**config.mk**
```make
export PLATFORM = sky130hd
export DESIGN_NAME = bracket_quote_comment_tracker
export DESIGN_NICKNAME = d
export VERILOG_FILES = /design/src/bqct_pkg.sv /design/src/bqct_ram.sv /design/src/bracket_quote_comment_tracker.sv
export SDC_FILE = /design/constraint.sdc
export NUM_CORES = 1
export LEC_CHECK = 0
export BUFFER_PORTS_ARGS = -buffer_cell sky130_fd_sc_hd__buf_2
export CAP_MARGIN = 20
export CORE_ASPECT_RATIO = 0.75
export CORE_MARGIN = 2
export CORE_UTILIZATION = 28
export DETAILED_ROUTE_END_ITERATION = 7
export PLACE_DENSITY_LB_ADDON = 0.12
export SETUP_SLACK_MARGIN = 0.5
export SYNTH_ARGS = -nofsm -noshare
export SYNTH_HDL_FRONTEND = slang
export SYNTH_SLANG_ARGS = --single-unit
```
**constraint.sdc**
```tcl
create_clock -name clk -period 5.2 [get_ports clk]
set_input_delay 0.26 -clock clk [delete_from_list [all_inputs] [get_ports clk]]
set_output_delay 0.26 -clock clk [all_outputs]
set_load 0.005 [all_outputs]
```
**src/bqct_pkg.sv**
```systemverilog
// Package: shared types and constants of the bracket, quote and comment tracker.
`default_nettype none

package bqct_pkg;

  // Characters that the tracker reacts to.
  localparam logic [7:0] CH_SLASH     = 8'h2F;
  localparam logic [7:0] CH_STAR      = 8'h2A;
  localparam logic [7:0] CH_BACKSLASH = 8'h5C;
  localparam logic [7:0] CH_DQUOTE    = 8'h22;
  localparam logic [7:0] CH_SQUOTE    = 8'h27;
  localparam logic [7:0] CH_NEWLINE   = 8'h0A;
  localparam logic [7:0] CH_LPAREN    = 8'h28;
  localparam logic [7:0] CH_RPAREN    = 8'h29;
  localparam logic [7:0] CH_LSQUARE   = 8'h5B;
  localparam logic [7:0] CH_RSQUARE   = 8'h5D;
  localparam logic [7:0] CH_LBRACE    = 8'h7B;
  localparam logic [7:0] CH_RBRACE    = 8'h7D;

  // Most innermost opens that a result beat can carry.
  localparam int WIN_SIZE = 4;

  typedef enum logic [1:0] {
    DELIM_PAREN  = 2'd0,
    DELIM_SQUARE = 2'd1,
    DELIM_BRACE  = 2'd2
  } delim_t;

  typedef enum logic [2:0] {
    MODE_NONE     = 3'd0,
    MODE_STRING   = 3'd1,
    MODE_CHAR     = 3'd2,
    MODE_BLOCK    = 3'd3,
    MODE_BRACKETS = 3'd4
  } mode_t;

  typedef struct packed {
    logic [7:0] text_byte;
    logic       start_flag;
  } text_t;

  typedef struct packed {
    logic [2:0]  open_mode;
    logic [15:0] open_count;
    logic        balanced;
    logic [2:0]  shown_count;
    logic [1:0]  shown_first;
    logic [1:0]  shown_second;
    logic [1:0]  shown_third;
    logic [1:0]  shown_fourth;
  } result_t;

endpackage

`default_nettype wire

```
**src/bqct_ram.sv**
```systemverilog
// Generic single-write, single-read RAM with registered read data.
`default_nettype none

module bqct_ram #(
  parameter int WIDTH = 2,
  parameter int DEPTH = 64
) (
  input  wire logic                     clk,
  input  wire logic                     we,
  input  wire logic [$clog2(DEPTH)-1:0] waddr,
  input  wire logic [WIDTH-1:0]         wdata,
  input  wire logic [$clog2(DEPTH)-1:0] raddr,
  output logic      [WIDTH-1:0]         rdata
);

  logic [WIDTH-1:0] mem [DEPTH];

  always_ff @(posedge clk) begin
    if (we) begin
      mem[waddr] <= wdata;
    end
    rdata <= mem[raddr];
  end

endmodule

`default_nettype wire

```
**src/bracket_quote_comment_tracker.sv**
```systemverilog
// Top level: byte-stream bracket, quote and comment tracker.
// Result: a result beat is registered and appears in the cycle after its text beat is accepted.
// Throughput: one text beat per cycle while the result side is not stalled; the combinational
//   update of the mode flags, the bracket count and the four-entry window of innermost opens sets that rate.
// Reset (rst, synchronous): clears all mode flags, the count and the result valid;
//   the open-bracket RAM is not cleared and needs no clearing pass.
`default_nettype none

module bracket_quote_comment_tracker #(
  parameter int STACK_DEPTH  = 64,
  parameter int SHOWN_DELIMS = 4,
  parameter int COUNT_WIDTH  = 16
) (
  input  wire logic              clk,
  input  wire logic              rst,
  input  wire logic              text_valid,
  output logic                   text_ready,
  input  wire bqct_pkg::text_t   text,
  output logic                   result_valid,
  input  wire logic              result_ready,
  output bqct_pkg::result_t      result
);

  localparam int AW = (STACK_DEPTH > 1) ? $clog2(STACK_DEPTH) : 1;
  // The stored count runs from zero up to STACK_DEPTH inclusive.
  localparam int SW = $clog2(STACK_DEPTH + 1);
  localparam int SHOWN_LIM = (SHOWN_DELIMS < bqct_pkg::WIN_SIZE) ? SHOWN_DELIMS
                                                                  : bqct_pkg::WIN_SIZE;
  localparam logic [COUNT_WIDTH-1:0] COUNT_MAX = {COUNT_WIDTH{1'b1}};

  // Mode flags and the pending flags that stand in for one byte of lookahead.
  logic in_string, in_charlit, in_block_comment, in_line_comment;
  logic escape_pending, slash_pending, star_pending;
  logic [COUNT_WIDTH-1:0] depth;
  // Number of opens held in the RAM: always the smaller of depth and STACK_DEPTH.
  logic [SW-1:0] stored;
  // The innermost stored opens; window[0] is the top of the stack.
  logic [1:0] window [bqct_pkg::WIN_SIZE];

  logic in_string_next, in_charlit_next, in_block_comment_next, in_line_comment_next;
  logic escape_pending_next, slash_pending_next, star_pending_next;
  logic [COUNT_WIDTH-1:0] depth_next;
  logic [SW-1:0] stored_next;
  logic [1:0] window_next [bqct_pkg::WIN_SIZE];

  logic accept;
  logic push, pop;
  logic [1:0] push_code;
  logic [1:0] ram_rdata;
  logic [SW-1:0] rd_stored;
  logic [SW-1:0] rd_sub;
  logic [SW-1:0] shown_k;
  logic [2:0] shown_k3;
  logic [1:0] shown [bqct_pkg::WIN_SIZE];
  bqct_pkg::result_t result_next;
  bqct_pkg::mode_t mode;

  // The result register parts the two sides: a new beat is taken whenever the
  // held result is empty or leaves in this same cycle.
  assign text_ready = !result_valid || result_ready;
  assign accept     = text_valid && text_ready;

  // Next-state logic. A start flag clears the state before the byte is handled,
  // so every "current" value below is seen through that clear.
  always_comb begin
    logic       c_str, c_chr, c_blk, c_line, c_esc, c_slash, c_star;
    logic [COUNT_WIDTH-1:0] c_depth;
    logic [SW-1:0] c_stored;
    logic [7:0] c;
    logic       do_plain;

    c        = text.text_byte;
    c_str    = in_string        && !text.start_flag;
    c_chr    = in_charlit       && !text.start_flag;
    c_blk    = in_block_comment && !text.start_flag;
    c_line   = in_line_comment  && !text.start_flag;
    c_esc    = escape_pending   && !text.start_flag;
    c_slash  = slash_pending    && !text.start_flag;
    c_star   = star_pending     && !text.start_flag;
    c_depth  = text.start_flag ? '0 : depth;
    c_stored = text.start_flag ? '0 : stored;

    in_string_next        = c_str;
    in_charlit_next       = c_chr;
    in_block_comment_next = c_blk;
    in_line_comment_next  = c_line;
    escape_pending_next   = c_esc;
    slash_pending_next    = c_slash;
    star_pending_next     = c_star;
    depth_next            = c_depth;
    stored_next           = c_stored;
    do_plain              = 1'b0;
    push                  = 1'b0;
    pop                   = 1'b0;
    push_code             = bqct_pkg::DELIM_PAREN;

    if (c_blk) begin
      if (c_star && c == bqct_pkg::CH_SLASH) begin
        in_block_comment_next = 1'b0;
        star_pending_next     = 1'b0;
      end else begin
        star_pending_next = (c == bqct_pkg::CH_STAR);
      end
    end else if (c_str || c_chr) begin
      if (c_esc) begin
        escape_pending_next = 1'b0;
      end else if (c == bqct_pkg::CH_BACKSLASH) begin
        escape_pending_next = 1'b1;
      end else if (c_str && c == bqct_pkg::CH_DQUOTE) begin
        in_string_next = 1'b0;
      end else if (c_chr && c == bqct_pkg::CH_SQUOTE) begin
        in_charlit_next = 1'b0;
      end
    end else if (c_line) begin
      if (c == bqct_pkg::CH_NEWLINE) begin
        in_line_comment_next = 1'b0;
      end
    end else if (c_slash) begin
      slash_pending_next = 1'b0;
      if (c == bqct_pkg::CH_SLASH) begin
        in_line_comment_next = 1'b1;
      end else if (c == bqct_pkg::CH_STAR) begin
        in_block_comment_next = 1'b1;
        star_pending_next     = 1'b0;
      end else begin
        do_plain = 1'b1;
      end
    end else begin
      do_plain = 1'b1;
    end

    if (do_plain) begin
      if (c == bqct_pkg::CH_SLASH) begin
        slash_pending_next = 1'b1;
      end else if (c == bqct_pkg::CH_DQUOTE) begin
        in_string_next      = 1'b1;
        escape_pending_next = 1'b0;
      end else if (c == bqct_pkg::CH_SQUOTE) begin
        in_charlit_next     = 1'b1;
        escape_pending_next = 1'b0;
      end else if (c == bqct_pkg::CH_LPAREN || c == bqct_pkg::CH_LSQUARE ||
                   c == bqct_pkg::CH_LBRACE) begin
        // A saturated count takes no further opens; opens past the RAM are
        // counted only.
        if (c_depth != COUNT_MAX) begin
          depth_next = c_depth + 1'b1;
          if (32'(c_depth) < 32'(STACK_DEPTH)) begin
            push        = 1'b1;
            stored_next = c_stored + 1'b1;
          end
        end
        if (c == bqct_pkg::CH_LPAREN) begin
          push_code = bqct_pkg::DELIM_PAREN;
        end else if (c == bqct_pkg::CH_LSQUARE) begin
          push_code = bqct_pkg::DELIM_SQUARE;
        end else begin
          push_code = bqct_pkg::DELIM_BRACE;
        end
      end else if (c == bqct_pkg::CH_RPAREN || c == bqct_pkg::CH_RSQUARE ||
                   c == bqct_pkg::CH_RBRACE) begin
        // A closer at depth zero is ignored; one above the stored opens only
        // lowers the count.
        if (c_depth != '0) begin
          depth_next = c_depth - 1'b1;
          if (32'(c_depth) <= 32'(STACK_DEPTH)) begin
            pop         = 1'b1;
            stored_next = c_stored - 1'b1;
          end
        end
      end
    end
  end

  // Window update. On a pop the entry that slides in at the bottom comes from
  // the RAM, whose registered read was issued in the previous cycle at stored - 5 (one below the
  // window), so it is ready whenever the pop comes.
  always_comb begin
    for (int j = 0; j < bqct_pkg::WIN_SIZE; j++) begin
      window_next[j] = window[j];
    end
    if (push) begin
      window_next[0] = push_code;
      for (int j = 1; j < bqct_pkg::WIN_SIZE; j++) begin
        window_next[j] = window[j-1];
      end
    end else if (pop) begin
      for (int j = 0; j < bqct_pkg::WIN_SIZE - 1; j++) begin
        window_next[j] = window[j+1];
      end
      window_next[bqct_pkg::WIN_SIZE-1] = ram_rdata;
    end
  end

  // Read address for the next cycle, from the stored count that the next cycle
  // will see. Below five stored opens the address is unused.
  assign rd_stored = accept ? stored_next : stored;
  assign rd_sub    = rd_stored - SW'(bqct_pkg::WIN_SIZE + 1);

  bqct_ram #(
    .WIDTH (2),
    .DEPTH (STACK_DEPTH)
  ) u_stack (
    .clk   (clk),
    .we    (accept && push),
    .waddr (text.start_flag ? '0 : stored[AW-1:0]),
    .wdata (push_code),
    .raddr (rd_sub[AW-1:0]),
    .rdata (ram_rdata)
  );

  // Result beat, built from the state after this byte.
  always_comb begin
    if (in_string_next) begin
      mode = bqct_pkg::MODE_STRING;
    end else if (in_charlit_next) begin
      mode = bqct_pkg::MODE_CHAR;
    end else if (in_block_comment_next) begin
      mode = bqct_pkg::MODE_BLOCK;
    end else if (depth_next != '0) begin
      mode = bqct_pkg::MODE_BRACKETS;
    end else begin
      mode = bqct_pkg::MODE_NONE;
    end
  end

  assign shown_k  = (stored_next < SW'(SHOWN_LIM)) ? stored_next : SW'(SHOWN_LIM);
  assign shown_k3 = 3'(shown_k);

  // Oldest shown open goes first; places past the shown count read as zero.
  always_comb begin
    for (int i = 0; i < bqct_pkg::WIN_SIZE; i++) begin
      if (3'(i) < shown_k3) begin
        shown[i] = window_next[2'(shown_k3 - 3'(i) - 3'd1)];
      end else begin
        shown[i] = bqct_pkg::DELIM_PAREN;
      end
    end
  end

  always_comb begin
    result_next.open_mode    = mode;
    result_next.open_count   = 16'(depth_next);
    result_next.balanced     = (mode == bqct_pkg::MODE_NONE);
    result_next.shown_count  = shown_k3;
    result_next.shown_first  = shown[0];
    result_next.shown_second = shown[1];
    result_next.shown_third  = shown[2];
    result_next.shown_fourth = shown[3];
  end

  // Tracker state advances only on an accepted text beat.
  always_ff @(posedge clk) begin
    if (rst) begin
      in_string        <= 1'b0;
      in_charlit       <= 1'b0;
      in_block_comment <= 1'b0;
      in_line_comment  <= 1'b0;
      escape_pending   <= 1'b0;
      slash_pending    <= 1'b0;
      star_pending     <= 1'b0;
      depth            <= '0;
      stored           <= '0;
    end else if (accept) begin
      in_string        <= in_string_next;
      in_charlit       <= in_charlit_next;
      in_block_comment <= in_block_comment_next;
      in_line_comment  <= in_line_comment_next;
      escape_pending   <= escape_pending_next;
      slash_pending    <= slash_pending_next;
      star_pending     <= star_pending_next;
      depth            <= depth_next;
      stored           <= stored_next;
    end
  end

  // The window is payload: its entries past the stored count are never shown.
  always_ff @(posedge clk) begin
    if (accept) begin
      for (int j = 0; j < bqct_pkg::WIN_SIZE; j++) begin
        window[j] <= window_next[j];
      end
    end
  end

  always_ff @(posedge clk) begin
    if (rst) begin
      result_valid <= 1'b0;
    end else if (accept) begin
      result_valid <= 1'b1;
    end else if (result_ready) begin
      result_valid <= 1'b0;
    end
  end

  always_ff @(posedge clk) begin
    if (accept) begin
      result <= result_next;
    end
  end

`ifndef SYNTHESIS
  // The stored count must track the bracket count, capped at the RAM depth.
  a_stored_tracks_depth: assert property (@(posedge clk) disable iff (rst)
    (32'(depth) < 32'(STACK_DEPTH)) ? (32'(stored) == 32'(depth))
                                    : (32'(stored) == 32'(STACK_DEPTH)))
    else $error("stored count out of step with bracket count");

  // A string and a char literal can never be open together.
  a_one_literal: assert property (@(posedge clk) disable iff (rst)
    !(in_string && in_charlit))
    else $error("string and char literal open at once");

  // Every accepted text beat leaves a result beat behind it.
  a_result_follows: assert property (@(posedge clk) disable iff (rst)
    accept |=> result_valid)
    else $error("accepted beat produced no result");

  // The shown count never exceeds the window size, and balanced matches an open mode of none.
  a_shown_bounded: assert property (@(posedge clk) disable iff (rst)
    result_valid |-> (32'(result.shown_count) <= 32'(bqct_pkg::WIN_SIZE)) &&
                     (result.balanced == (result.open_mode == bqct_pkg::MODE_NONE)))
    else $error("result beat inconsistent");
`endif

endmodule

`default_nettype wire
```
# ---- After elaboration in Yosys (flattened, before gate mapping)
# Memories as Yosys holds them, arrays and structs flattened. A register that Yosys moved wholly into a read port is not among the register bits.
# Cells that the tools add are included.
dict set report totals {
  regBits 62
  ram_bits 136
  in_bits 13
  word_cells 209
  memories 2
}
dict set report op_classes {
  add_sub_neg 11
  n_lt_le_gt_ge 11
  eq_ne 13
  mux 126
  bitwise 4
  n_reduce_logical 24
}
# memory depth word_bits rd rd_ports_with_merged_regs write_ports line_no
set memory_table {}
lappend memory_table {u_stack.mem 64 2 1 1 1 bqct_ram.sv:16} ;# logic [WIDTH-1:0] mem [DEPTH];
lappend memory_table {window 4 2 4 0 4 bracket_quote_comment_tracker.sv:38} ;# logic [1:0] window [bqct_pkg::WIN_SIZE];
# operator count
set op_table {}
lappend op_table {{$mux 16} 9}
lappend op_table {{$mux 7} 12}
lappend op_table {{$mux 1} 78}
lappend op_table {{$eq 8x6->1 const B} 6}
lappend op_table {{$eq 8x7->1 const B} 5}
lappend op_table {{$reduce_bool 16->1} 2}
lappend op_table {{$mux 2} 15}
lappend op_table {{$add 16x1->16 const B} 1}
lappend op_table {{$bmux 2 s2} 4}
lappend op_table {{$le 16x7->1 const B} 1}
lappend op_table {{$lt 16x7->1 const B} 1}
lappend op_table {{$mux 8} 2}
lappend op_table {{$ne 16x16->1 const B} 1}
lappend op_table {{$sub 16x1->16 const B} 1}
lappend op_table {{$mux 3} 5}
lappend op_table {{$ge 3x3->1 const B} 4}
lappend op_table {{$logic_and 1x1->1} 12}
lappend op_table {{$not 2->3} 4}
lappend op_table {{$eq 8x4->1 const B} 1}
lappend op_table {{$sub 2x1->2 const B} 4}
lappend op_table {{$add 7x1->7 const B} 1}
lappend op_table {{$lt 7x3->1 const B} 1}
lappend op_table {{$sub 7x1->7 const B} 1}
lappend op_table {{$logic_or 1x1->1} 6}
lappend op_table {{8 further kinds} 12}

# ---- Depth between registers and ports, before layout
dict set report logic_depth {
  ltp_word 18
  ltp_mapped 23
}

# ---- By module
# A second synthesis with hierarchy kept.
dict set report unflattened {
  hier_cells 875
  hier_area_um2 10177.3
}
# mod n_inst cells_each area_per_inst_um2 seq_area_each_um2
set by_module_without_submodules {}
lappend by_module_without_submodules {bqct_ram 1 315 5489.0 3883.7}
lappend by_module_without_submodules {bracket_quote_comment_tracker 1 560 4688.2 1791.7}

# ---- Worst setup path after synthesis
# Ideal clock, no wire load.
dict set report synth_timing {
  path_kind {input port to flip-flop}
  startpoint {in text[0] (netlist bit)}
  endpoint {reg u_stack.rdata[1] (read register of u_stack.mem)}
  setup_time_ns 0.083
  arrival_ns 4.570
  t_required_ns 5.117
  path_slack_ns 0.547
  stages 22
  path_buffers 7
  path_cell_list {buf_2 buf_2 buf_1 clkbuf_1 nor2b_1 inv_1 ha_1 clkbuf_1 and2_1 a211oi_2 o211ai_1 a221o_1 a2bb2oi_1 ha_1 clkbuf_1 clkbuf_1 o311ai_0 a221oi_1 mux2i_1 a211oi_1 nor3_1 o221ai_1}
}
dict set report synth_between {
  elab_chain_cells 12
  elab_cells_between_ends 31
  classes_between {add/sub (3); order compare (2); eq/ne (1); mux (17); reduce/logical (8)}
}
# item line_no
set synth_lines {}
lappend synth_lines {{from (decl)} bracket_quote_comment_tracker.sv:18} ;# input wire bqct_pkg::text_t text,
lappend synth_lines {{$mux 16 / $mux 7 (equally long branches)} {bracket_quote_comment_tracker.sv:80, bracket_quote_comment_tracker.sv:81}}
lappend synth_lines {{$le 16x7->1 / $sub 7x1->7 (equally long branches)} {bracket_quote_comment_tracker.sv:165, bracket_quote_comment_tracker.sv:167}}
lappend synth_lines {{$mux 7} bracket_quote_comment_tracker.sv:165} ;# if (32'(c_depth) <= 32'(STACK_DEPTH)) begin
lappend synth_lines {{$mux 7} bracket_quote_comment_tracker.sv:163} ;# if (c_depth != '0) begin
lappend synth_lines {{$mux 7} bracket_quote_comment_tracker.sv:159} ;# end else if (c == bqct_pkg::CH_RPAREN || c == bqct_pkg::CH_RSQUARE ||
lappend synth_lines {{$mux 7} bracket_quote_comment_tracker.sv:141} ;# end else if (c == bqct_pkg::CH_LPAREN || c == bqct_pkg::CH_LSQUARE ||
lappend synth_lines {{$mux 7} bracket_quote_comment_tracker.sv:138} ;# end else if (c == bqct_pkg::CH_SQUOTE) begin
lappend synth_lines {{$mux 7} bracket_quote_comment_tracker.sv:135} ;# end else if (c == bqct_pkg::CH_DQUOTE) begin
lappend synth_lines {{$mux 7} bracket_quote_comment_tracker.sv:133} ;# if (c == bqct_pkg::CH_SLASH) begin
lappend synth_lines {{$mux 7 *} bracket_quote_comment_tracker.sv:132} ;# if (do_plain) begin
lappend synth_lines {{$mux 7 *} --}
lappend synth_lines {{$sub 6x3->6 *} bracket_quote_comment_tracker.sv:197} ;# assign rd_sub = rd_stored - SW'(bqct_pkg::WIN_SIZE + 1);
lappend synth_lines {{to (decl)} bqct_ram.sv:13} ;# output logic [WIDTH-1:0] rdata
# Every way passes the cells marked *; elsewhere a longest branch is shown, timed or not.
# A chain may end at the register's enable or synchronous reset.

# ---- Worst setup path after layout
dict set report layout_timing {
  startpoint {reg depth[6]}
  endpoint {reg u_stack.rdata[1] (read register of u_stack.mem)}
}
dict set report layout_between {
  elab_chain_cells 12
  elab_cells_between_ends 17
  classes_between {add/sub (1); order compare (2); eq/ne (1); mux (12); reduce/logical (1)}
}
# item line_no
set layout_lines {}
lappend layout_lines {{from (decl)} bracket_quote_comment_tracker.sv:34} ;# logic [COUNT_WIDTH-1:0] depth;
lappend layout_lines {{from (signal assigned)} bracket_quote_comment_tracker.sv:271} ;# depth <= depth_next;
lappend layout_lines {{$mux 16 *} bracket_quote_comment_tracker.sv:80} ;# c_depth = text.start_flag ? '0 : depth;
lappend layout_lines {{$le 16x7->1} bracket_quote_comment_tracker.sv:165}
lappend layout_lines {{$mux 7} bracket_quote_comment_tracker.sv:165}
lappend layout_lines {{$mux 7} bracket_quote_comment_tracker.sv:163}
lappend layout_lines {{$mux 7} bracket_quote_comment_tracker.sv:159}
lappend layout_lines {{$mux 7 *} bracket_quote_comment_tracker.sv:141}
lappend layout_lines {{$mux 7 *} bracket_quote_comment_tracker.sv:138}
lappend layout_lines {{$mux 7 *} bracket_quote_comment_tracker.sv:135}
lappend layout_lines {{$mux 7 *} bracket_quote_comment_tracker.sv:133}
lappend layout_lines {{$mux 7 *} bracket_quote_comment_tracker.sv:132}
lappend layout_lines {{$mux 7 *} --}
lappend layout_lines {{$sub 6x3->6 *} bracket_quote_comment_tracker.sv:197}
# Marked as above.

==> flow_metrics.py <==
metrics = {
    "clock_tree": {
        "cts-htree-levels": 4,
        "clock-sinks": 200,
        "clk_latency_ns": 0.47,
        "cts_hold_buf": 0,
        "cts_tree": "yes",
        "cts_buffer_depth": 2,
        "cts_buffers": 17,
        "path_clk_slew_ns": 0.08,
        "root_buffer": "clkbuf_16",
    },
    "grt": {
        "track_usage": 0.1948,
        "grt_max_degree": 65,
        "grt_pass1_vias": 10400,
        "antenna_found_initial": 0,
        "grt_pass1_wl_um": 69050,
        "grt_overflow": 0,
    },
    "timing": {
        "worst_pin_slew_ns": 0.9136,
        "hold_slack_ns": 0.04757,
        "maxSlewHeadroom": 0.3909,
        "timing.final.crit_share": 0.8544,
        "worst_slack_ns": 0.7570,
        "drv_slew": 0,
        "period_needed_ns": 4.443,
        "tns_ns": 0,
        "clock.fmax_mhz": 225.1,
        "rsz0062_at_grt": "false",
        "finalHoldViolCount": 0,
        "worst_clock_skew_ns": 0.01340,
        "setup_violations": 0,
    },
    "critical_path": {
        "cp.required_ns": 5.50,
        "critPathMaxFanout": 9,
        "slowest_stage": "mux4_2",
        "crit_path_max_incr_delay_ns": 0.55,
        "crit_path_start_kind": "register",
        "worstSetupPathType": "reg -> reg",
        "path_cells": "nor2b_1, buf_4, a21boi_1, o32ai_4, buf_12, a211oi_2, nor2_4, ha_1, clkinvlp_4, buf_4, a221oi_1, a22oi_1, mux4_2, nand3_1, o221ai_1",
        "crit_family": "compound AO/OA/AOI/OAI gates",
        "cp_data_arrival_time_ns": 4.74,
        "crit_top_cell": "buf_4",
        "rr_worst_depth": 15,
        "r2r_slack_ns": 0.76,
        "path_depth": 15,
        "cp.buffers_inverters": 4,
        "endpoint_kind": "register",
    },
    "floorplanning": {
        "die-area_mm2": 0.04663,
        "die_y_um": 187.5,
        "rows": 67,
        "coreArea_mm2": 0.04451,
        "initial_utilization": 0.2825,
        "io_pins": 46,
        "die_w_um": 248.7,
    },
    "route": {
        "viasPerCell": 5.855,
        "vias": 11430,
        "drtPass1Iterations": 7,
        "wl_per_cell_um": 23.52,
        "detail-route-antenna-nets": 0,
        "drtIter0Drc": 1261,
        "drc_errors": 2,
        "wl_um": 45900,
    },
    "yosys": {
        "yosys.area_share.xor_xnor": 0.01662,
        "synth-edff-count": 167,
        "synthDominantCellAreaShare": 0.3988,
        "synth_cells": 1346,
        "synth_compound_area_frac": 0.2429,
        "synthMuxAreaShare": 0.03722,
        "yosysUniqueCellTypes": 102,
        "ys_warn_count": 0,
        "synthesis.area_mm2": 0.01257,
        "ys_seq_area_frac": 0.4514,
        "synth_top_area_cell": "edfxtp_1",
        "synth_area_per_cell_um2": 9.341,
        "synth.most_common_cell": "edfxtp_1",
        "synth_seq_cells": 200,
        "synth_top_family_by_area": "compound AO/OA/AOI/OAI gates",
        "syn_nets": 1363,
        "yosys.area_share.simple": 0.2015,
        "postSynth.asyncResetShare": 0,
        "synth_commonest_cells": "edfxtp_1, nor2_1, nand2_1, o21ai_0, clkbuf_1",
        "ys.flop_type": "edfxtp_1",
        "yosys.area_share.adder": 0.003980,
        "ys_top_cells_by_area": "edfxtp_1, dfxtp_1, nor2_1",
    },
    "place": {
        "hpwl_um": 30450,
        "port_buffers": 45,
        "dp_cells": 1915,
        "gp_congestion": 0.8364,
        "post-place-ws_ns": 0.4790,
    },
    "power": {
        "power_leakage_nw": 4.664,
        "power_density_mw_per_mm2": 254.7,
        "ir_drop_uv": 238.9,
    },
    "worst_hold_path": {
        "hp-class": "in -> reg",
        "whs_path_depth": 3,
    },
    "final_layout": {
        "num-nets-final": 1370,
        "drive_gt1_frac": 0.1449,
        "instances_no_fill": 1952,
        "syn2layout_area_growth_pct": 13.22,
        "diodes": 0,
    },
    "run": {
        "drv_cap": 0,
    },
    "outcome": {
        "status": "finished, violations left",
        "violations": "DRC",
    },
}
==> area by class of cell <==
class	count	area, µm²
flip-flops and latches	200	5679
well taps	586	733.2
fillers	4519	30280
clock inverters	11	192.7
inverters	27	107.6
repair buffers	101	676.9
multi-input cells	1006	6385
clock buffers	21	460.4
==> layer usage <==
layer | routed length [µm] | track usage | part of all wire
met1 | 22990 | 0.2981 | 0.50
met2 | 19050 | 0.2766 | 0.41
met3 | 3390 | 0.04331 | 0.074
met4 | 478 | 0.04126 | 0.010
met5 | 0 | 0 | 0
==> cell usage in the layout, fill, tap and decap left out, types with 22 or more instances in the layout <==
cell type,synthesis,layout
a221oi_1,44,44
buf_2,22,44
edfxtp_1,167,167
mux2i_1,28,28
nand2_1,149,147
nor2_1,159,158
nor3_1,43,40
buf_4,6,54
or3_1,24,24
inv_1,24,22
o221ai_1,30,30
o22ai_1,38,38
nand3_1,34,34
o21ai_0,83,83
dfxtp_1,33,30
a22oi_1,26,26
a21oi_1,58,58
==> cells by family after synthesis <==
kind of cell,after synthesis
compound gates,421
xor+xnor,23
fa+ha+maj,4
buf+inv,140
flops,200
mux,40
simple gates,518
==> repair_timing <==
| action | in CTS | in global routing |
|---|---|---|
| setup buffers | 3 | 2 |
| resized for setup | 2 | 13 |
| cloned | 0 | 0 |
| setup endpoints to repair | 1 | 2 |
| pin swaps | 0 | 2 |
==> worst reg2reg max path, cell delays in order (launching register included) <==
cell and delay [ns]:
dfxtp_1 0.52, nor2b_1 0.38, buf_4 0.22, a21boi_1 0.29, o32ai_4 0.13, buf_12 0.18
a211oi_2 0.38, nor2_4 0.13, ha_1 0.38, clkinvlp_4 0.24, buf_4 0.25, a221oi_1 0.23
a22oi_1 0.15, mux4_2 0.55, nand3_1 0.12, o221ai_1 0.15
==> sequential cells by signal (all words and copies together) (netlist names), 2 cells and up <==
register	cells
u_stack.mem	128
u_stack.rdata	2
depth	16
stored	7
result	31
window	8
==> final timing paths <==
kind,startpoint,to
setup / recovery,depth[6]$_SDFFE_PP0P_,u_stack.rdata[1]$_DFF_P_
hold / removal,text_valid,result_valid$_SDFFE_PP0P_
setup reg to reg,depth[6]$_SDFFE_PP0P_,u_stack.rdata[1]$_DFF_P_
hold reg to reg,star_pending$_SDFFE_PP0P_,star_pending$_SDFFE_PP0P_
==> through the flow <==
step | area (µm²) | util | total power, mW
floorplan | 12570 | - | 2.021
global placement | 13480 | 0.3029 | 2.137
detailed placement | 13480 | 0.3029 | 2.137
CTS | 14160 | 0.3182 | 3.652
global route | 14230 | 0.3198 | 3.747
finish | 14230 | 0.3198 | 3.626
==> where the power goes <==
| group | total (mW) | internal [mW] | switching [mW] | leakage, nW |
|---|---|---|---|---|
| clock network | 1.52 | 0.882 | 0.636 | 0.316 |
| logic | 0.332 | 0.112 | 0.220 | 2.44 |
| registers | 1.78 | 1.75 | 0.0262 | 1.91 |
(Power assumes the default switching activity.)
